### src/rcm_pkg.sv
package rcm_pkg;

	localparam int SAMPLE_W = 32;
	localparam int MARK_W   = 2;
	localparam int REG_W    = 32;
	localparam int ADDR_W   = 3;

	localparam logic [MARK_W-1:0] MARK_NORMAL  = 2'd0;
	localparam logic [MARK_W-1:0] MARK_MISSING = 2'd1;
	localparam logic [MARK_W-1:0] MARK_NAN     = 2'd2;

	localparam logic [ADDR_W-1:0] REG_LOWER_EDGE      = 3'd0;
	localparam logic [ADDR_W-1:0] REG_CENTER_POINT    = 3'd1;
	localparam logic [ADDR_W-1:0] REG_UPPER_EDGE      = 3'd2;
	localparam logic [ADDR_W-1:0] REG_LOWER_UNBOUNDED = 3'd3;
	localparam logic [ADDR_W-1:0] REG_UPPER_UNBOUNDED = 3'd4;

	localparam logic [63:0] HALF_PI_Q60 = 64'h1921_FB54_442D_1847;

	typedef enum logic [1:0] {
		KIND_ZERO,
		KIND_ONE,
		KIND_LOOKUP
	} kind_t;

	typedef struct packed {
		logic              valid;
		kind_t             kind;
		logic [MARK_W-1:0] mark;
	} ctrl_t;

endpackage

### src/rcm_fifo.sv
module rcm_fifo #(
	parameter int PTR_W = 4,
	parameter int DW    = 17
) (
	input  logic                           clk,
	input  logic                           arst_n,
	input  logic                           in_take,
	output logic                           full,
	input  logic                           wr_en,
	input  logic [DW-1:0]                  wr_memb,
	input  logic [rcm_pkg::MARK_W-1:0]     wr_mark,
	output logic                           out_valid,
	input  logic                           out_stall,
	output logic [DW-1:0]                  membership,
	output logic [rcm_pkg::MARK_W-1:0]     result_mark
);
	import rcm_pkg::*;

	localparam int DEPTH = 1 << PTR_W;

	logic [DW-1:0]     memb_mem [DEPTH];
	logic [MARK_W-1:0] mark_mem [DEPTH];
	logic [PTR_W:0]    wr_ptr_q;
	logic [PTR_W:0]    rd_ptr_q;
	logic [PTR_W:0]    credit_q;
	logic              out_take;

	// credits count items in the pipe plus items held here
	assign full      = (credit_q == (PTR_W + 1)'(DEPTH));
	assign out_valid = (wr_ptr_q != rd_ptr_q);
	assign out_take  = out_valid && !out_stall;

	assign membership  = memb_mem[rd_ptr_q[PTR_W-1:0]];
	assign result_mark = mark_mem[rd_ptr_q[PTR_W-1:0]];

	always_ff @(posedge clk) begin
		if (wr_en) begin
			memb_mem[wr_ptr_q[PTR_W-1:0]] <= wr_memb;
			mark_mem[wr_ptr_q[PTR_W-1:0]] <= wr_mark;
		end
	end

	always_ff @(posedge clk or negedge arst_n) begin
		if (!arst_n) begin
			wr_ptr_q <= '0;
			rd_ptr_q <= '0;
			credit_q <= '0;
		end else begin
			if (wr_en) begin
				wr_ptr_q <= wr_ptr_q + 1'b1;
			end
			if (out_take) begin
				rd_ptr_q <= rd_ptr_q + 1'b1;
			end
			if (in_take && !out_take) begin
				credit_q <= credit_q + 1'b1;
			end else if (!in_take && out_take) begin
				credit_q <= credit_q - 1'b1;
			end
		end
	end

endmodule

### config.mk
export PLATFORM = sky130hd
export DESIGN_NAME = rcm_fifo
export DESIGN_NICKNAME = d
export VERILOG_FILES = /design/src/rcm_pkg.sv /design/src/rcm_fifo.sv
export SDC_FILE = /design/constraint.sdc
export NUM_CORES = 1
export LEC_CHECK = 0
export ABC_AREA = 1
export BUFFER_PORTS_ARGS = -buffer_cell sky130_fd_sc_hd__buf_2
export CORE_MARGIN = 2
export CORE_UTILIZATION = 55
export CTS_BUF_LIST = sky130_fd_sc_hd__clkbuf_16
export CTS_CLUSTER_SIZE = 20
export DETAILED_ROUTE_END_ITERATION = 7
export HOLD_SLACK_MARGIN = 0.08
export PLACE_DENSITY = 0.72
export SLEW_MARGIN = 30
export SYNTH_ARGS = -nofsm -noshare
export SYNTH_HDL_FRONTEND = slang
export SYNTH_SLANG_ARGS = --single-unit
### constraint.sdc
create_clock -name clk -period 2.8 [get_ports clk]
set_input_delay 0.14 -clock clk [delete_from_list [all_inputs] [get_ports clk]]
set_output_delay 0.14 -clock clk [all_outputs]
set_load 0.01 [all_outputs]
==> flow_summary.ini <==
[status]
status = finished, final reports clean

[min_path]
holdCritStartpoint = wr_en
hold_depth = 3
hold-path-endpoint = wr_ptr_q[0]
min_path_type = in2reg

[sta]
rsz0062_at_grt = no
relSlewSlack_pct = 47.26
worstMarginPinSlew_ns = 0.7911
finalCritPeriodShare_pct = 95.04
setup_viol = 0
fmax_mhz = 375.8
setup-tns-final_ns = 0
fin_crit_ns = 2.661
fin_skew_ns = 0.009103
finalMaxSlewViolations = 0
final_hold_viol_count = 0

[layout]
nets = 1274
antenna_cells_inserted = 0
area_growth_pct = 13.20
layout-drive-gt1-share_pct = 10.78

[logic_synthesis]
syn_area_per_cell_um2 = 11.34
synth_top_area_share_pct = 68.88
synthCells = 1169
yosysSeqAreaShare_pct = 71.71
synth.net_count = 1203
synth-async-reset-ratio_pct = 4.702
synth_commonest_cells = edfxtp_1 (304), nand2_1 (292), nor2_1 (230)
synth-main-ff-cell = edfxtp_1
yosys_warnings = 0
synth_edf_count = 304
synthTopCellsByArea = edfxtp_1 (69%), nand2_1 (8.3%), nor2_1 (6.5%)
syn_area_mm2 = 0.01325
yosysTopAreaCell = edfxtp_1
ys_seq_elements = 319
synth_most_common_cell = edfxtp_1
synth_cell_types = 27

[grt]
overflow = 0
grt_start_max_net_pins = 154
grt_pass1_vias = 8318
antenna_found_initial = 0
track_usage_pct = 23.66
grt_pass1_wl_mm = 46.02

[setup_path]
crit_top_cell = nand2_1
cpLargestDelayFamily = buffers and inverters
regToRegSetupSlack_ns = 0.30
crit_path_cell_trace = inv_2 -> buf_4 -> nor2_1 -> o21ai_0 -> nand2_1 -> nand2_1 -> nand2_1 -> inv_1 -> nand2_1 -> buf_2
required_ns = 2.66
cp_slowest_stage_delay_ns = 0.57
reg2reg_to = credit_q[4]
worst-r2r-cell-count = 14
critical_path.max_fanout = 57
start_kind = flip-flop
crit_slowest_cell = buf_4
arrival_ns = 2.52
crit_buf_inv = 4
end_kind = primary output
path_class = reg2out
r2r_start = wr_ptr_q[0]

[clock_network]
clock_latency_ns = 0.56
root_buffer = clkbuf_16
numCtsBuffers = 30
cts_tree = built
clockBufferDepth = 3
clkSlewWorstSetupHoldPaths_ns = 0.06
ctsHtreeMaxLevel = 1
cts_sinks = 319

[floorplanning]
rows = 56
fp.dieH_um = 159.2
core-area_mm2 = 0.02354
ios = 45
die_w_um = 159.2
die-area_mm2 = 0.02535
start_util_pct = 56.29

[place]
port-buffer-count = 44
dp_hpwl_mm = 16.38
place_congestion = 0.8246

[detailed_routing]
routed_wl_mm = 30.00
drc = 0
viasPerCell = 5.466
vias = 8641
drt.antenna.violating_nets = 0
first_pass_iters = 5
drtIter0Drc = 826
wire_per_inst_um = 18.98

[power]
switchingPower_mw = 5.482
p_leak_nw = 5.642
p_int_mw = 9.452
p_seq_share_pct = 40.1
power.density_mw_per_mm2 = 995.5
p_comb_share_pct = 35.2
power_frac_clock_pct = 24.7
ir_drop_mv = 0.6998
swShare_pct = 36.71
fin_total_pwr_mw = 14.93

[run]
cap_viol_max_count = 0
[repair_timing]
action	CTS	global route
endpoints found under the hold margin	330	0
setup endpoints to repair	0	5
gates resized for setup	0	3
hold buffers	24	0
buffers inserted	0	0
[layer usage]
metal	up-vias	wire length [um]	track usage, %	part of all wire, %
met5	-	0	0	0
met4	0	921	8.884	3.1
met3	57	2021	3.464	6.7
met2	313	14550	39.27	48
met1	4162	12520	32.09	42
li1	4109	-	-	-
[stage by stage]
step / hold WS (ns) / cell area [um^2] / utilization [%] / cells / setup WS [ns]
floorplan: -0.1556 / 13250 / - / 1169 / 0.4836
global placement: 0.06605 / 13860 / 58.88 / 1503 / 0.4351
detailed placement: 0.06845 / 13860 / 58.88 / 1503 / 0.3797
CTS: 0.4245 / 14990 / 63.66 / 1581 / 0.05528
global route: 0.4391 / 15000 / 63.72 / 1581 / 0.007139
finish: 0.4365 / 15000 / 63.72 / 1581 / 0.1389
[layout by cell type, fill, tap and decap left out, drive strengths merged, types with 4 or more instances in the layout]
| cell type | instances |
|---|---|
| buf | 76 |
| clkbuf | 30 |
| clkinv | 13 |
| dfrtp | 15 |
| dlygate4sd3 | 24 |
| edfxtp | 304 |
| ha | 9 |
| inv | 47 |
| nand2 | 292 |
| nand3 | 66 |
| nor2 | 231 |
| o21ai | 135 |
| xnor2 | 4 |
| xor2 | 7 |
[final cells by class]
cell class | count | area, um^2
flip-flops and latches | 319 | 9512
clock buffers | 30 | 750.7
repair buffers | 100 | 778.2
well taps | 319 | 399.1
inverters | 38 | 145.1
clock inverters | 24 | 135.1
fillers | 1785 | 8541
multi-input cells | 751 | 3282
[flip-flops by register name, summed over array words and instances (netlist names)]
| register | count |
|---|---|
| wr_ptr_q | 5 |
| rd_ptr_q | 5 |
| mark_mem | 32 |
| memb_mem | 272 |
| credit_q | 5 |
[worst max-delay path by stage]
| stage | endpoint | slack (ns) | from | depth (start not counted) |
|---|---|---|---|---|
| 5_1_grt | membership[15] | 0.007 | rd_ptr_q[0] | 11 |
| 3_3_place_gp | credit_q[4] | 0.44 | wr_ptr_q[0] | 14 |
| 2_1_floorplan | credit_q[4] | 0.48 | rd_ptr_q[0] | 14 |
| 6_report | membership[6] | 0.14 | rd_ptr_q[1] | 10 |
| 3_5_place_dp | credit_q[4] | 0.38 | wr_ptr_q[0] | 14 |
| 4_1_cts | membership[15] | 0.06 | rd_ptr_q[0] | 8 |
[power by group through the flow]
stage / clock network [mW] / registers, mW / logic (mW)
3_5_place_dp: 0 / 6.08 / 5.19
2_1_floorplan: 0 / 6.02 / 3.69
5_1_grt: 3.92 / 6.03 / 5.86
6_report: 3.70 / 5.98 / 5.26
4_1_cts: 3.73 / 5.98 / 5.26
3_3_place_gp: 0 / 6.06 / 5.09
[worst register-to-register path, delay by kind of cell, from the launching register on]
kind | cells | cell delay [ns]
simple gates | 9 | 1.09
fa+ha+maj | 2 | 0.56
flops | 1 | 0.45
buf+inv | 2 | 0.22
xor+xnor | 1 | 0.14
[cells by family after synthesis]
logic type	Yosys count	share of synthesized area, %
buffers and inverters	99	3.824
AO/OA/AOI/OAI	138	5.230
XOR/XNOR	11	0.7269
AND/OR/NAND/NOR	592	17.50
adder cells (fa/ha/maj)	10	1.001
flip-flops	319	71.71
No activity file was read; power rests on OpenSTA's default activity.
