File: config.mk
export PLATFORM = sky130hd
export DESIGN_NAME = rcm_front
export DESIGN_NICKNAME = d
export VERILOG_FILES = /design/src/rcm_pkg.sv /design/src/rcm_front.sv
export SDC_FILE = /design/constraint.sdc
export NUM_CORES = 1
export LEC_CHECK = 0
export BUFFER_PORTS_ARGS = -buffer_cell sky130_fd_sc_hd__buf_2
export CORE_MARGIN = 3
export CORE_UTILIZATION = 58
export DETAILED_ROUTE_END_ITERATION = 8
export MAX_ROUTING_LAYER = met4
export PLACE_DENSITY = 0.89
export SKIP_CTS_REPAIR_TIMING = 1
export SYNTH_ARGS = -nofsm -noshare
export SYNTH_HDL_FRONTEND = slang
export SYNTH_SLANG_ARGS = --single-unit
File: constraint.sdc
create_clock -name clk -period 0.8 [get_ports clk]
set_input_delay 0.04 -clock clk [delete_from_list [all_inputs] [get_ports clk]]
set_output_delay 0.04 -clock clk [all_outputs]
set_load 0.1 [all_outputs]
File: src/rcm_pkg.sv
package rcm_pkg;

	localparam int SAMPLE_W = 32;
	localparam int MARK_W   = 2;
	localparam int REG_W    = 32;
	localparam int ADDR_W   = 3;

	localparam logic [MARK_W-1:0] MARK_NORMAL  = 2'd0;
	localparam logic [MARK_W-1:0] MARK_MISSING = 2'd1;
	localparam logic [MARK_W-1:0] MARK_NAN     = 2'd2;

	localparam logic [ADDR_W-1:0] REG_LOWER_EDGE      = 3'd0;
	localparam logic [ADDR_W-1:0] REG_CENTER_POINT    = 3'd1;
	localparam logic [ADDR_W-1:0] REG_UPPER_EDGE      = 3'd2;
	localparam logic [ADDR_W-1:0] REG_LOWER_UNBOUNDED = 3'd3;
	localparam logic [ADDR_W-1:0] REG_UPPER_UNBOUNDED = 3'd4;

	localparam logic [63:0] HALF_PI_Q60 = 64'h1921_FB54_442D_1847;

	typedef enum logic [1:0] {
		KIND_ZERO,
		KIND_ONE,
		KIND_LOOKUP
	} kind_t;

	typedef struct packed {
		logic              valid;
		kind_t             kind;
		logic [MARK_W-1:0] mark;
	} ctrl_t;

endpackage

File: src/rcm_front.sv
module rcm_front (
	input  logic                                   clk,
	input  logic                                   arst_n,
	input  logic                                   take,
	input  logic signed [rcm_pkg::SAMPLE_W-1:0]    sample,
	input  logic        [rcm_pkg::MARK_W-1:0]      sample_mark,
	input  logic signed [rcm_pkg::SAMPLE_W-1:0]    lower_edge,
	input  logic signed [rcm_pkg::SAMPLE_W-1:0]    center_point,
	input  logic signed [rcm_pkg::SAMPLE_W-1:0]    upper_edge,
	input  logic                                   lower_unbounded,
	input  logic                                   upper_unbounded,
	output rcm_pkg::ctrl_t                         ctrl_s1,
	output logic        [rcm_pkg::SAMPLE_W-1:0]    dist_s1,
	output logic        [rcm_pkg::SAMPLE_W-1:0]    span_s1
);
	import rcm_pkg::*;

	logic [SAMPLE_W:0]   dist_lo;
	logic [SAMPLE_W:0]   span_lo;
	logic [SAMPLE_W:0]   dist_hi;
	logic [SAMPLE_W:0]   span_hi;
	kind_t               kind_d;
	logic [MARK_W-1:0]   mark_d;
	logic [SAMPLE_W-1:0] dist_d;
	logic [SAMPLE_W-1:0] span_d;

	assign dist_lo = {center_point[SAMPLE_W-1], center_point} - {sample[SAMPLE_W-1], sample};
	assign span_lo = {center_point[SAMPLE_W-1], center_point}
		- {lower_edge[SAMPLE_W-1], lower_edge};
	assign dist_hi = {sample[SAMPLE_W-1], sample} - {center_point[SAMPLE_W-1], center_point};
	assign span_hi = {upper_edge[SAMPLE_W-1], upper_edge}
		- {center_point[SAMPLE_W-1], center_point};

	always_comb begin
		kind_d = KIND_ZERO;
		mark_d = MARK_NORMAL;
		dist_d = '0;
		span_d = SAMPLE_W'(1);
		if (sample_mark != MARK_NORMAL) begin
			mark_d = (sample_mark == MARK_MISSING) ? MARK_MISSING : MARK_NAN;
		end else if ((!lower_unbounded && sample < lower_edge)
				|| (!upper_unbounded && sample > upper_edge)) begin
			kind_d = KIND_ZERO;
		end else if (sample < center_point) begin
			if (lower_unbounded) begin
				kind_d = KIND_ONE;
			end else if (lower_edge >= center_point) begin
				kind_d = KIND_ZERO;
			end else begin
				kind_d = KIND_LOOKUP;
				dist_d = dist_lo[SAMPLE_W-1:0];
				span_d = span_lo[SAMPLE_W-1:0];
			end
		end else if (sample == center_point) begin
			kind_d = KIND_ONE;
		end else begin
			if (upper_unbounded) begin
				kind_d = KIND_ONE;
			end else if (upper_edge <= center_point) begin
				kind_d = KIND_ZERO;
			end else begin
				kind_d = KIND_LOOKUP;
				dist_d = dist_hi[SAMPLE_W-1:0];
				span_d = span_hi[SAMPLE_W-1:0];
			end
		end
	end

	always_ff @(posedge clk or negedge arst_n) begin
		if (!arst_n) begin
			ctrl_s1.valid <= 1'b0;
		end else begin
			ctrl_s1.valid <= take;
			ctrl_s1.kind  <= kind_d;
			ctrl_s1.mark  <= mark_d;
		end
	end

	always_ff @(posedge clk) begin
		dist_s1 <= dist_d;
		span_s1 <= span_d;
	end

endmodule

==> out/summary.txt, run 1 <==
Status -> aborted with a tool error
Last flow stage reached -> global routing (5_1_grt)
First Err -> [ERROR GRT-0116] Global routing finished with congestion. Check the congestion regions in the DRC Viewer.
Gr usage total -> 86.4%
CTS buffer count -> 9
GPL Wtd Cong -> 1.16
Post-synth design cell area -> 11000 um^2
Synth top area cells -> ha_1 (22%), dfxtp_1 (12%), a21oi_1 (6.4%)
Yosys warns -> 0
Grt ovf -> 299
Placed wire-length estimate -> 50500 um
Top cell type's share of synthesized area -> 21.6%
Vias in the first global route -> 21980
Clock tree root driver cell -> clkbuf_16
Async SR Flop Fraction -> 1.45%
Die W -> 144 um
Max clock buf depth -> 2
Main synth FF type -> dfxtp_1
Global-route wire length before repair -> 137000 um
Initial core utilization -> 60.2%
EDFF count, synth -> 4
Total clock sinks -> 69
Syn_area_per_cell -> 7.47 um^2
Cells after Synth -> 1477
Post-synthesis sequential area ratio -> 12.9%
Count leader, synth -> ha_1
H-tree depth -> 3
Netlist cell types -> 90
FP Rows -> 49
Synth Net Count -> 1806
Yosys top cell by area -> ha_1
PortBufs -> 203
Chip height -> 144 um
Top cells by count, synth -> ha_1 (190), inv_1 (149), a21oi_1 (142), nor2_1 (121), nand2_1 (91)
Pin count of the biggest net entering global routing -> 33
Register bit count reported by yosys -> 69
I/O pin cnt -> 204
[cells by family after synthesis]
logic type,synth area share [%]
compound gates,34.0
simple gates,18.3
buf+inv,8.11
fa+ha+maj,22.3
flops,12.9
xor+xnor,3.89
mux,0.477
[per-stage QoR]
stage	instance area (um^2)	std cells	setup slack, ns
after floorplan	11300	1477	-1.76
after global placement	17500	2391	-2.17
after detailed placement	17500	2391	-2.46
after CTS	17800	2407	-2.24
[per-layer routing]
| metal | GRT usage, % | overflow |
|---|---|---|
| met1 | 81.8 | 6 |
| met2 | 99.8 | 178 |
| met3 | 73.1 | 10 |
| met4 | 90.5 | 105 |
| met5 | - | - |
==> run 2, diff against run 1 <==
--- a/config.mk
+++ b/config.mk
@@ -7,10 +7,9 @@
 export LEC_CHECK = 0
 export BUFFER_PORTS_ARGS = -buffer_cell sky130_fd_sc_hd__buf_2
 export CORE_MARGIN = 3
-export CORE_UTILIZATION = 58
+export CORE_UTILIZATION = 40
 export DETAILED_ROUTE_END_ITERATION = 8
-export MAX_ROUTING_LAYER = met4
-export PLACE_DENSITY = 0.89
+export PLACE_DENSITY_LB_ADDON = 0.15
 export SKIP_CTS_REPAIR_TIMING = 1
 export SYNTH_ARGS = -nofsm -noshare
 export SYNTH_HDL_FRONTEND = slang
==> out/summary.txt, run 2 <==
Synth Net Count -> 1806
Hold Crit Class -> in -> async
CP Launch Type -> input port
Top Registers -> dist_s1 (32), span_s1 (32), ctrl_s1 (5)
Max clock buf depth -> 2
CTS tree -> built
Yosys top cell by area -> ha_1
Netlist cell types -> 90
Top cells by count, synth -> ha_1 (190), inv_1 (149), a21oi_1 (142), nor2_1 (121), nand2_1 (91)
Pre-CTS setup slack -> -2.31 ns
Global-route wire length before repair -> 73100 um
DP Area -> 17900 um^2
Final ANT Viol Nets -> 0
Crit Path Max Fanout -> 7
Maxcap violations -> 0
Critical path type -> in -> reg
Slew margin rel. -> 29.9%
NumNets Final -> 2595
Initial antenna violation count -> 4
Total clock sinks -> 69
VDD IR max -> 0.748 mV
Syn_area_per_cell -> 7.47 um^2
Count leader, synth -> ha_1
Gr usage total -> 31.6%
Final worst setup slack -> -1.87 ns
Final Hold Viols -> 0
Peak Freq -> 375 MHz
Die area -> 29600 um^2
Register bit count reported by yosys -> 69
Yosys warns -> 0
Chip height -> 172 um
Pins Over Slew Limit -> 0
Async SR Flop Fraction -> 1.45%
CTS buffer count -> 9
Slew @ Worst Pin -> 1.04 ns
Area grow syn2layout -> 83.8%
Crit path required time -> 1.05 ns
Post-route minimum period -> 2.67 ns
Clock tree root driver cell -> clkbuf_16
Commonest non-fill, non-tap cells in the layout -> buf_4 (593), ha_1 (162), inv_1 (132)
Cell area after layout -> 20300 um^2
Most common cell after layout, fill and taps aside -> buf_4
Post-synthesis sequential area ratio -> 12.9%
Vias per cell -> 5.67
Core area -> 27000 um^2
H-tree depth -> 3
Pin count of the biggest net entering global routing -> 32
DR vias -> 14835
Drt drc -> 0
Main synth FF type -> dfxtp_1
Fill cells -> 1961
Cells after Synth -> 1477
EDFF count, synth -> 4
Status -> complete, but fails checks
Clk pin slew, worst setup/hold paths -> 0.06 ns
Die W -> 172 um
Fraction of layout cells with a size suffix above 1 -> 51.2%
Vias in the first global route -> 13713
Average routed wire per standard cell -> 20.3 um
Synth top area cells -> ha_1 (22%), dfxtp_1 (12%), a21oi_1 (6.4%)
FP Rows -> 60
Grt ovf -> 0
Placed Cells incl. Taps -> 2541
Post-synth design cell area -> 11000 um^2
Initial DRC Count -> 1100
Placed wire-length estimate -> 41300 um
Unrepaired setup endpoints after global routing -> yes
PortBufs -> 203
Post-Route WL -> 53200 um
Critical path endpoint category -> flip-flop
Final setup violation count -> 135
Final worst path period share -> 333%
Pleak -> 9.82 nW
TritonRoute pass-1 iters -> 5
Top cell type's share of synthesized area -> 21.6%
GPL Wtd Cong -> 1.02
Post-route insts no fill -> 2615
I/O pin cnt -> 204
Initial core utilization -> 40.8%
PwrDens -> 1190 nW/um^2
Data arrival, critical path -> 2.91 ns
Failing checks -> setup timing
==> run 2: cell counts after synthesis <==
No cell type changed its count.
==> run 2: worst paths after layout <==
path / end / startpoint / slack (ns)
hold / removal: ctrl_s1[4]$_DFF_PN0_ / arst_n / 0.03
max in group asynchronous: ctrl_s1[4]$_DFF_PN0_ / arst_n / 0.63
setup / recovery: dist_s1[17]$_SDFF_PP0_ / center_point[0] / -1.87
min in group clk: ctrl_s1[0]$_SDFFCE_PN0P_ / sample_mark[0] / 0.03
==> run 2: per-layer routing <==
layer / wire, um / up-vias / track usage [%]
li1: - / 7063 / -
met1: 23300 / 6991 / 44.7
met2: 23800 / 618 / 50.2
met3: 3430 / 157 / 3.86
met4: 2560 / 6 / 10.3
met5: 80 / - / 0
==> run 2: cells by family (layout without fill, tap and decap cells) <==
group,after synthesis,count (layout),share of synthesized area (%)
and+or+nand+nor,410,410,18.3
buffers and inverters,216,1010,8.11
AOI/OAI and AO/OA,534,534,34.0
muxes,5,5,0.477
adders and majority gates,194,194,22.3
xor gates and xnor gates,49,49,3.89
DFF,69,69,12.9
other,0,3,0
==> run 2: layout make-up <==
| type | instances | area (um^2) | share of cell area, % |
|---|---|---|---|
| multi-input combinational | 1192 | 10000 | 49.4 |
| timing repair buffer | 845 | 7400 | 36.5 |
| sequential | 69 | 1520 | 7.49 |
| inverter | 149 | 583 | 2.88 |
| tap | 341 | 427 | 2.10 |
| clock buffer | 9 | 225 | 1.11 |
| clock inverter | 7 | 90.1 | 0.444 |
| antenna | 3 | 7.51 | 0.0370 |
==> run 2: where the power goes <==
group	total, mW	switching, mW	internal (mW)
Sequential	3.73	0.114	3.62
Clock	4.60	1.87	2.72
Combinational	15.9	8.28	7.58
==> run 2: worst max-delay path, stage by stage <==
cell,delay (ns)
buf_12,0.10
buf_4,0.11
ha_4,0.12
inv_2,0.03
fa_2,0.34
a21o_1,0.23
a221oi_4,0.35
nor4_4,0.09
o21ai_2,0.23
a31oi_4,0.15
nand4b_4,0.33
buf_12,0.24
o22ai_1,0.24
nor2_1,0.07
a211oi_1,0.25
==> run 2: stage by stage <==
step           power, mW  TNS (ns)  hold WS [ns]  util (%)
6_report            24.2   -117.12        0.0269      75.0
3_5_place_dp        17.2   -145.59        -0.139      66.3
4_1_cts             21.8   -130.35        -0.510      67.5
2_1_floorplan       10.7   -111.28        -0.256         -
5_1_grt             25.3   -123.86        0.0559      75.0
3_3_place_gp        17.0   -142.21        -0.142      66.3
Note: power is estimated with default switching activity, not from simulation.
