### src/rcm_pkg.sv
package rcm_pkg;

	localparam int SAMPLE_W = 32;
	localparam int MARK_W   = 2;
	localparam int REG_W    = 32;
	localparam int ADDR_W   = 3;

	localparam logic [MARK_W-1:0] MARK_NORMAL  = 2'd0;
	localparam logic [MARK_W-1:0] MARK_MISSING = 2'd1;
	localparam logic [MARK_W-1:0] MARK_NAN     = 2'd2;

	localparam logic [ADDR_W-1:0] REG_LOWER_EDGE      = 3'd0;
	localparam logic [ADDR_W-1:0] REG_CENTER_POINT    = 3'd1;
	localparam logic [ADDR_W-1:0] REG_UPPER_EDGE      = 3'd2;
	localparam logic [ADDR_W-1:0] REG_LOWER_UNBOUNDED = 3'd3;
	localparam logic [ADDR_W-1:0] REG_UPPER_UNBOUNDED = 3'd4;

	localparam logic [63:0] HALF_PI_Q60 = 64'h1921_FB54_442D_1847;

	typedef enum logic [1:0] {
		KIND_ZERO,
		KIND_ONE,
		KIND_LOOKUP
	} kind_t;

	typedef struct packed {
		logic              valid;
		kind_t             kind;
		logic [MARK_W-1:0] mark;
	} ctrl_t;

endpackage

### src/rcm_div_cell.sv
module rcm_div_cell #(
	parameter int QW = 11
) (
	input  logic                             clk,
	input  logic                             arst_n,
	input  rcm_pkg::ctrl_t                   ctrl_i,
	input  logic [rcm_pkg::SAMPLE_W-1:0]     rem_i,
	input  logic [QW-1:0]                    low_i,
	input  logic [QW-1:0]                    quot_i,
	input  logic [rcm_pkg::SAMPLE_W-1:0]     span_i,
	output rcm_pkg::ctrl_t                   ctrl_s1,
	output logic [rcm_pkg::SAMPLE_W-1:0]     rem_s1,
	output logic [QW-1:0]                    low_s1,
	output logic [QW-1:0]                    quot_s1,
	output logic [rcm_pkg::SAMPLE_W-1:0]     span_s1
);
	import rcm_pkg::*;

	logic [SAMPLE_W:0] trial;
	logic [SAMPLE_W:0] diff;
	logic              fits;

	// one quotient bit per cell, remainder kept below span
	assign trial = {rem_i, low_i[QW-1]};
	assign diff  = trial - {1'b0, span_i};
	assign fits  = trial >= {1'b0, span_i};

	always_ff @(posedge clk or negedge arst_n) begin
		if (!arst_n) begin
			ctrl_s1.valid <= 1'b0;
		end else begin
			ctrl_s1 <= ctrl_i;
		end
	end

	always_ff @(posedge clk) begin
		rem_s1  <= fits ? diff[SAMPLE_W-1:0] : trial[SAMPLE_W-1:0];
		low_s1  <= {low_i[QW-2:0], 1'b0};
		quot_s1 <= {quot_i[QW-2:0], fits};
		span_s1 <= span_i;
	end

endmodule

### config.mk
export PLATFORM = sky130hd
export DESIGN_NAME = rcm_div_cell
export DESIGN_NICKNAME = d
export VERILOG_FILES = /design/src/rcm_pkg.sv /design/src/rcm_div_cell.sv
export SDC_FILE = /design/constraint.sdc
export NUM_CORES = 1
export LEC_CHECK = 0
export BUFFER_PORTS_ARGS = -buffer_cell sky130_fd_sc_hd__buf_4
export CORE_MARGIN = 5
export CORE_UTILIZATION = 45
export DETAILED_ROUTE_END_ITERATION = 7
export PLACE_DENSITY = 0.8
export RECOVER_POWER = 25
export REMOVE_ABC_BUFFERS = 1
export SLEW_MARGIN = 30
export SYNTH_ARGS = -nofsm -noshare
export SYNTH_HDL_FRONTEND = slang
export SYNTH_SLANG_ARGS = --single-unit
### constraint.sdc
create_clock -name clk -period 0.8 [get_ports clk]
set_clock_uncertainty 0.05 [all_clocks]
set_input_delay 0.08 -clock clk [delete_from_list [all_inputs] [get_ports clk]]
set_output_delay 0.08 -clock clk [all_outputs]
set_load 0.05 [all_outputs]
==> results of run 1 <==
==> stage by stage <==
| step | hold WS (ns) | std cells | TNS (ns) |
|---|---|---|---|
| after floorplan | -0.2656 | 433 | -71.60 |
| after global placement | -0.1724 | 831 | -56.11 |
| after detailed placement | -0.1695 | 831 | -57.00 |
| after CTS | -0.2302 | 942 | -57.97 |
==> kinds of logic after synthesis <==
kind of cell | count (synthesis)
and+or+nand+nor | 107
AOI/OAI and AO/OA | 120
other | 1
DFF | 90
muxes | 10
xor gates and xnor gates | 26
adders and majority gates | 33
buffers and inverters | 64
==> cell usage after synthesis, drive strengths merged (5+ instances only) <==
cell type,n,share of area [%]
a21o,8,1.4
a21oi,55,6.7
buf,12,2.3
clkbuf,6,0.54
dfxtp,85,41
ha,32,9.6
inv,46,4.1
mux2,8,2.9
nand2,24,2.2
nand2b,7,1.0
nand3,8,0.96
nand4,8,1.2
nor2,37,3.3
o21a,6,1.1
o21ai,21,2.5
o21bai,5,0.90
o31ai,7,1.3
xnor2,16,3.3
xor2,10,2.1
==> timing repair <==
action,4_1_cts
gates resized for setup,291
endpoints found under the hold margin,92
pin swaps,25
gates cloned,3
buffers inserted,9
setup endpoints to repair,123
hold buffers,83
==> flow_summary.yaml, run 1 <==
global_route:
  grt_start_max_net_pins: 19
cts:
  cts_num_sinks: 90
  cts_root_buf: "clkbuf_8"
  cts_buffer_depth: 2
  cts_made_buffers: 9
  cts_max_level: 3
floorplan:
  io_pins: 184
  rows: 35
  die_y_um: 106.4
  fp.dieW_um: 106.4
  floorplan.initialDensity_pct: 45.73
synth:
  yosys.area_share.adder_pct: 10.04
  synth_compound_area_share_pct: 17.49
  synth.avg_cell_area_um2: 9.280
  synth_seq_cells: 90
  synthSimpleGateAreaFrac_pct: 12.50
  synth_flop_cell: "dfxtp_1"
  synth_edf_count: 4
  synth_top_family_by_area: "compound AO/OA/AOI/OAI gates"
  ys_seq_area_share_pct: 44.13
  async_flop_share_pct: 1.111
  synth_xor_area_share_pct: 5.441
  netlist_area_mm2: 0.004185
  syn_inst: 451
  synthMuxAreaShare_pct: 3.348
  yosysWarnings: 0
  yosys.cell_types.count: 52
placed_design:
  hpwl_um: 9863
  io_buffers: 181
  dp_slack_ns: -1.886
  gp_congestion: 0.8517
  dpl_cell_area_mm2: 0.006386
sta:
  worst-ep-kind: "register input"
  crit_endpoint: "rem_s1[31]$_DFF_P_/D"
status:
  haltStage: "5_1_grt"
  status: "did not finish"
  error: "[ERROR DPL-0038] Utilization greater than 100%, impossible to legalize"
==> inputs of run 2 (changes only) <==
CORE_UTILIZATION = 30   (was 45)
PLACE_DENSITY = default   (was 0.8)
PLACE_DENSITY_LB_ADDON = 0.15   (was default)
==> run 2 against run 1 <==
  * The flow now finishes, with violations (hold timing, setup timing)
  * Area after synthesis did not move
  * Synthesized cell count did not move
==> flow_summary.yaml, run 2 <==
placed_design:
  dpl_cell_area_mm2: 0.006553
  gp_congestion: 0.8531
  dp_slack_ns: -1.977
  io_buffers: 181
  hpwl_um: 10570
worst_hold_path:
  hp-class: "in2reg"
  holdPathStages: 1
floorplan:
  die-area_mm2: 0.01641
  die_y_um: 128.1
  rows: 43
  io_pins: 184
  floorplan.initialDensity_pct: 30.39
  core_area_mm2: 0.01377
  fp.dieW_um: 128.1
finish:
  fin_area_mm2: 0.009095
  fin_nets: 957
  final_util_pct: 66.03
  drive_gt1_share_pct: 59.45
  antenna_cells: 0
  final_common_cell: "buf_4"
  synthToLayoutAreaGrowth_pct: 117.3
  final_cell_mix: "buf_4 (190), dfxtp_2 (84), dlygate4sd3_1 (80), buf_8 (78), inv_1 (43)"
  reg_top3: "rem_s1 x32, span_s1 x32, quot_s1 x11"
critical_path:
  cp.required_ns: 0.99
  crit_end: "rem_s1[5]$_DFF_P_"
  crit_path_end_kind: "flip-flop"
  timing.critical_path.cells: "buf_8, inv_4, ha_4, and3_4, o21a_1, a311oi_2, o21ai_2, or3b_4, o21a_4, buf_12, buf_16, a31o_2"
  crit_start: "span_i[23]"
  worstSetupStartpointType: "input port"
  critPathMaxStageDelay_ns: 0.38
  cp_max_fo: 6
  arrival_ns: 2.31
  critPathKind: "in2reg"
  cp_slowest_cell: "or3b_4"
status:
  status: "finished, violations left"
  violations: "hold timing, setup timing"
power_and_ir_drop:
  leakage_nw: 4.147
  switching_share_pct: 36.03
  p_clk_share_pct: 23.5
  power_switching_mw: 6.286
  seqPwrFrac_pct: 31.6
  vdd_drop_max_v: 0.001108
  power_density_mw_per_mm2: 1918
  p_comb_share_pct: 44.9
  internal-power_mw: 11.16
global_route:
  grt_start_max_net_pins: 18
  grt_pass1_vias: 4883
  grt_pass1_wl_um: 23910
  grt-ovfl-total: 0
  track_usage_pct: 18.25
  antenna_found_initial: 0
sta:
  max_freq_mhz: 472.8
  rsz0062_at_grt: "yes"
  min_period_ns: 2.115
  setup_slack_ns: -1.315
  slew_viol_final: 0
  whs_ns: -0.2001
  finalCritPeriodShare_pct: 264.4
  finalHoldViolCount: 7
  final.setup.tns_ns: -56.36
  setup_violations: 127
synth:
  yosys.cell_types.count: 52
  synthMuxAreaShare_pct: 3.348
  synth_compound_area_share_pct: 17.49
  synth_top_area_share_pct: 40.66
  netlist_area_mm2: 0.004185
  syn_inst: 451
  synth_flop_cell: "dfxtp_1"
  synth_top_cells_by_area: "dfxtp_1 (41%), ha_1 (9.6%), a21oi_1 (6.5%), inv_1 (4.1%), xnor2_1 (3.3%)"
  yosys.area_share.adder_pct: 10.04
  yosysWarnings: 0
  synth.avg_cell_area_um2: 9.280
  ys_seq_area_share_pct: 44.13
  synth.largest_area_cell: "dfxtp_1"
  synth_seq_cells: 90
  synth_most_common_cell: "dfxtp_1"
  synthSimpleGateAreaFrac_pct: 12.50
  synthTopCellsByCount: "dfxtp_1 (85), a21oi_1 (54), inv_1 (46), nor2_1 (37), ha_1 (32)"
  synth_xor_area_share_pct: 5.441
  synth_top_family_by_area: "compound AO/OA/AOI/OAI gates"
  synth_edf_count: 4
  async_flop_share_pct: 1.111
drt:
  drc: 0
  num_vias: 4651
  via_per_inst: 4.578
  drtAntennaViolNets: 0
  first_iter_violations: 204
  dr.pass1.iters: 4
  wl_um: 15290
  wl_per_cell_um: 15.05
cts:
  cts_num_sinks: 90
  cts_buffer_depth: 2
  cts_tree: "built"
  hold_buffers: 80
  cts_max_level: 3
  clk_pin_slew_ns: 0.07
  cts_root_buf: "clkbuf_16"
  cts_made_buffers: 9
flow_run:
  drv_cap: 0
==> run 2: cell counts after synthesis <==
Identical to the previous run, type by type.
==> run 2: how the worst min path moves through the flow <==
stage / slack [ns] / start / endpoint
2_1_floorplan: -0.27 / arst_n / ctrl_s1[4]$_DFF_PN0_
3_3_place_gp: -0.17 / arst_n / ctrl_s1[4]$_DFF_PN0_
3_5_place_dp: -0.17 / arst_n / ctrl_s1[4]$_DFF_PN0_
4_1_cts: -0.21 / span_i[0] / span_s1[0]$_DFF_P_
5_1_grt: -0.21 / span_i[0] / span_s1[0]$_DFF_P_
6_report: -0.20 / span_i[0] / span_s1[0]$_DFF_P_
==> run 2: power by group through the flow <==
stage	combinational, mW	clock [mW]	sequential (mW)
after floorplan	1.66	0	7.19
after global placement	5.98	0	5.32
after detailed placement	6.03	0	5.32
after CTS	7.43	4.23	5.50
after global routing	8.26	4.42	5.57
final	7.83	4.10	5.52
==> run 2: worst max-delay path, delay by kind of cell <==
family	cells	cell delay, ns
AOI/OAI and AO/OA	5	1.04
and+or+nand+nor	2	0.55
buffers and inverters	4	0.42
adders and majority gates	1	0.20
==> run 2: through the flow <==
| step | std cells | power, mW |
|---|---|---|
| finish | 1016 | 17.45 |
| global route | 1016 | 18.25 |
| CTS | 1010 | 17.16 |
| detailed placement | 909 | 11.35 |
| global placement | 909 | 11.30 |
| floorplan | 433 | 8.851 |
==> run 2: logic make-up after synthesis <==
family / Yosys count
buffers and inverters: 64
multiplexers: 10
adder cells (fa/ha/maj): 33
other: 1
XOR/XNOR: 26
AO/OA/AOI/OAI: 120
AND/OR/NAND/NOR: 107
flip-flops: 90
==> run 2: per-layer routing <==
metal / track usage, % / routed length [µm]
met5: 0 / 0
met4: 7.865 / 335
met3: 4.333 / 918
met2: 32.29 / 7873
met1: 20.91 / 6162
==> run 2: area by class of cell <==
| class | count | area [µm²] |
|---|---|---|
| flip-flops and latches | 90 | 1952 |
| well taps | 180 | 225.2 |
| repair buffers | 387 | 3895 |
| inverters | 46 | 177.7 |
| clock inverters | 7 | 58.81 |
| clock buffers | 9 | 225.2 |
| fillers | 1043 | 4678 |
| multi-input cells | 297 | 2561 |
==> run 2: repair_timing <==
action,in CTS,in global routing
setup buffers,3,4
hold endpoints to repair,92,8
setup endpoints to repair,123,123
cloned,2,2
pin swaps,13,15
gates resized for setup,311,64
(Power assumes the default switching activity.)
==> inputs of run 3 (changes only) <==
CTS_CLUSTER_SIZE = 8   (was default)
MAX_ROUTING_LAYER = met4   (was default)
==> run 3 against run 2 <==
  * The run still ends with hold timing, setup timing left
  * Sequential share of layout area fell by 0.068 points
  * Clock power rose by 4%
  * Global-route usage rose by 0.47 points
  * Hold slack improved by 0.11 ns
  * Flip-flop and latch count did not move
  * Non-clock buffer count rose by 2
  * Routed wire length fell by 0.95%
  * Critical path depth did not move
  * Clock-buffer cell count rose by 1
  * First-iteration DRC count fell by 28%
  * Power rose by 1.1%
  * Maximum frequency rose by 0.65%
  * Critical endpoint is now rem_s1[26]$_DFF_P_
==> flow_summary.yaml, run 3 (same netlist as run 2, synthesis figures left out) <==
drt:
  first_iter_violations: 146
  dr.pass1.iters: 5
  drc: 0
  wl_um: 15140
  wl_per_cell_um: 14.88
  drtAntennaViolNets: 0
  via_per_inst: 4.507
  num_vias: 4588
critical_path:
  crit_start: "span_i[11]"
  critPathMaxStageDelay_ns: 0.46
  cp.required_ns: 0.98
  crit_top_cell: "a21oi_4"
  crit_path_end_kind: "flip-flop"
  arrival_ns: 2.28
  worstSetupStartpointType: "input port"
  critPathKind: "in2reg"
  cp_max_fo: 5
  cp_slowest_cell: "a2111oi_4"
  timing.critical_path.cells: "clkbuf_1, inv_4, ha_4, a21oi_4, o21a_1, a2111oi_4, o31ai_4, a21oi_4, buf_6, a21oi_2, o31ai_2, o21ai_2"
power_and_ir_drop:
  p_comb_share_pct: 44.5
  switching_share_pct: 35.51
  vdd_drop_max_v: 0.0009986
  power_switching_mw: 6.261
  seqPwrFrac_pct: 31.3
  p_clk_share_pct: 24.2
  leakage_nw: 4.156
  power_mw: 17.63
  internal-power_mw: 11.37
  power_density_mw_per_mm2: 1933
cts:
  cts_root_buf: "clkbuf_16"
  cts_tree: "built"
  cts_num_sinks: 90
  cts_made_buffers: 9
  cts_max_level: 3
  cts_buffer_depth: 2
  clk_pin_slew_ns: 0.07
  hold_buffers: 81
worst_hold_path:
  worstHoldStart: "rem_i[13]"
  hold_end: "rem_s1[14]$_DFF_P_"
  holdPathStages: 2
  hp-class: "in2reg"
status:
  status: "finished, violations left"
  violations: "hold timing, setup timing"
placed_design:
  gp_congestion: 0.8853
  dpl_cell_area_mm2: 0.006555
  dp_slack_ns: -1.932
  io_buffers: 181
  hpwl_um: 10430
  place_inst: 911
sta:
  finalHoldViolCount: 7
  rsz0062_at_grt: "yes"
  setup_slack_ns: -1.302
  min_period_ns: 2.102
  setup_violations: 127
  slew_viol_final: 0
  max_freq_mhz: 475.8
  finalCritPeriodShare_pct: 262.7
  whs_ns: -0.08666
finish:
  antenna_cells: 0
  reg_top3: "rem_s1 x32, span_s1 x32, quot_s1 x11"
  drive_gt1_share_pct: 59.43
  fillCellCount: 1099
  final_common_cell: "buf_4"
  final_util_pct: 66.24
  synthToLayoutAreaGrowth_pct: 118.0
  fin_area_mm2: 0.009124
  final_cell_mix: "buf_4 (188), dfxtp_2 (84), buf_8 (83), dlygate4sd3_1 (81), inv_1 (41)"
  fin_cells: 1018
  fin_nets: 959
floorplan:
  floorplan.initialDensity_pct: 30.39
  die_y_um: 128.1
  io_pins: 184
  fp.dieW_um: 128.1
  core_area_mm2: 0.01377
  die-area_mm2: 0.01641
  rows: 43
global_route:
  grt_pass1_vias: 4940
  grt-ovfl-total: 0
  grt_pass1_wl_um: 23850
  grt_start_max_net_pins: 18
  track_usage_pct: 18.72
  antenna_found_initial: 0
flow_run:
  drv_cap: 0
[run 3: changes by cell type in the layout (fill, tap and decap cells not counted), moves of 3 or more]
cell      before  now
clkbuf_1       1    4
ha_2           3    6
buf_6         22   18
buf_8         78   83
[run 3: how the worst max path moves through the flow]
stage                         endpoint  slack (ns)  depth (start not counted)
CTS                  rem_s1[3]$_DFF_P_       -1.34                         12
floorplan            rem_s1[3]$_DFF_P_       -2.32                          9
global placement    rem_s1[31]$_DFF_P_       -1.96                         10
global route        rem_s1[24]$_DFF_P_       -1.40                         11
detailed placement  rem_s1[31]$_DFF_P_       -1.93                         10
finish              rem_s1[26]$_DFF_P_       -1.30                         12
[run 3: routing by layer]
| metal | vias up | GRT usage (%) | routed length [µm] |
|---|---|---|---|
| met4 | 0 | 6.492 | 254 |
| li1 | 2318 | - | - |
| met5 | - | - | 0 |
| met3 | 18 | 3.500 | 782 |
| met1 | 2115 | 21.02 | 6154 |
| met2 | 137 | 33.24 | 7952 |
[run 3: repair_timing]
action	in CTS	in global routing
gates resized for setup	299	90
pin swaps	17	25
buffers inserted	6	1
endpoints found under the hold margin	92	6
endpoints found under the setup margin	123	123
cloned	3	0
[run 3: power groups by stage]
stage / Combinational (mW) / Sequential, mW / Clock (mW)
2_1_floorplan: 1.66 / 7.19 / 0
6_report: 7.85 / 5.51 / 4.27
5_1_grt: 8.32 / 5.57 / 4.55
3_3_place_gp: 5.98 / 5.32 / 0
3_5_place_dp: 6.03 / 5.31 / 0
4_1_cts: 7.43 / 5.50 / 4.41
[run 3: metrics by stage]
stage	hold WS (ns)	TNS, ns
floorplan	-0.2656	-71.60
global placement	-0.1666	-58.11
detailed placement	-0.1667	-59.92
CTS	-0.09480	-57.21
global route	-0.08768	-60.59
finish	-0.08666	-55.16
[run 3: layout make-up]
class                   instances  area (µm²)  area share [%]
repair buffers                389        3884           42.57
multi-input cells             297        2579           28.26
flip-flops and latches         90        1952           21.39
clock buffers                  10       250.2           2.743
well taps                     180       225.2           2.468
inverters                      46       180.2           1.975
clock inverters                 6       53.80          0.5897
[run 3: critical path, delay by kind of cell]
family | cells | cell delay [ns]
adders and majority gates | 1 | 0.30
buffers and inverters | 3 | 0.33
AOI/OAI and AO/OA | 8 | 1.58
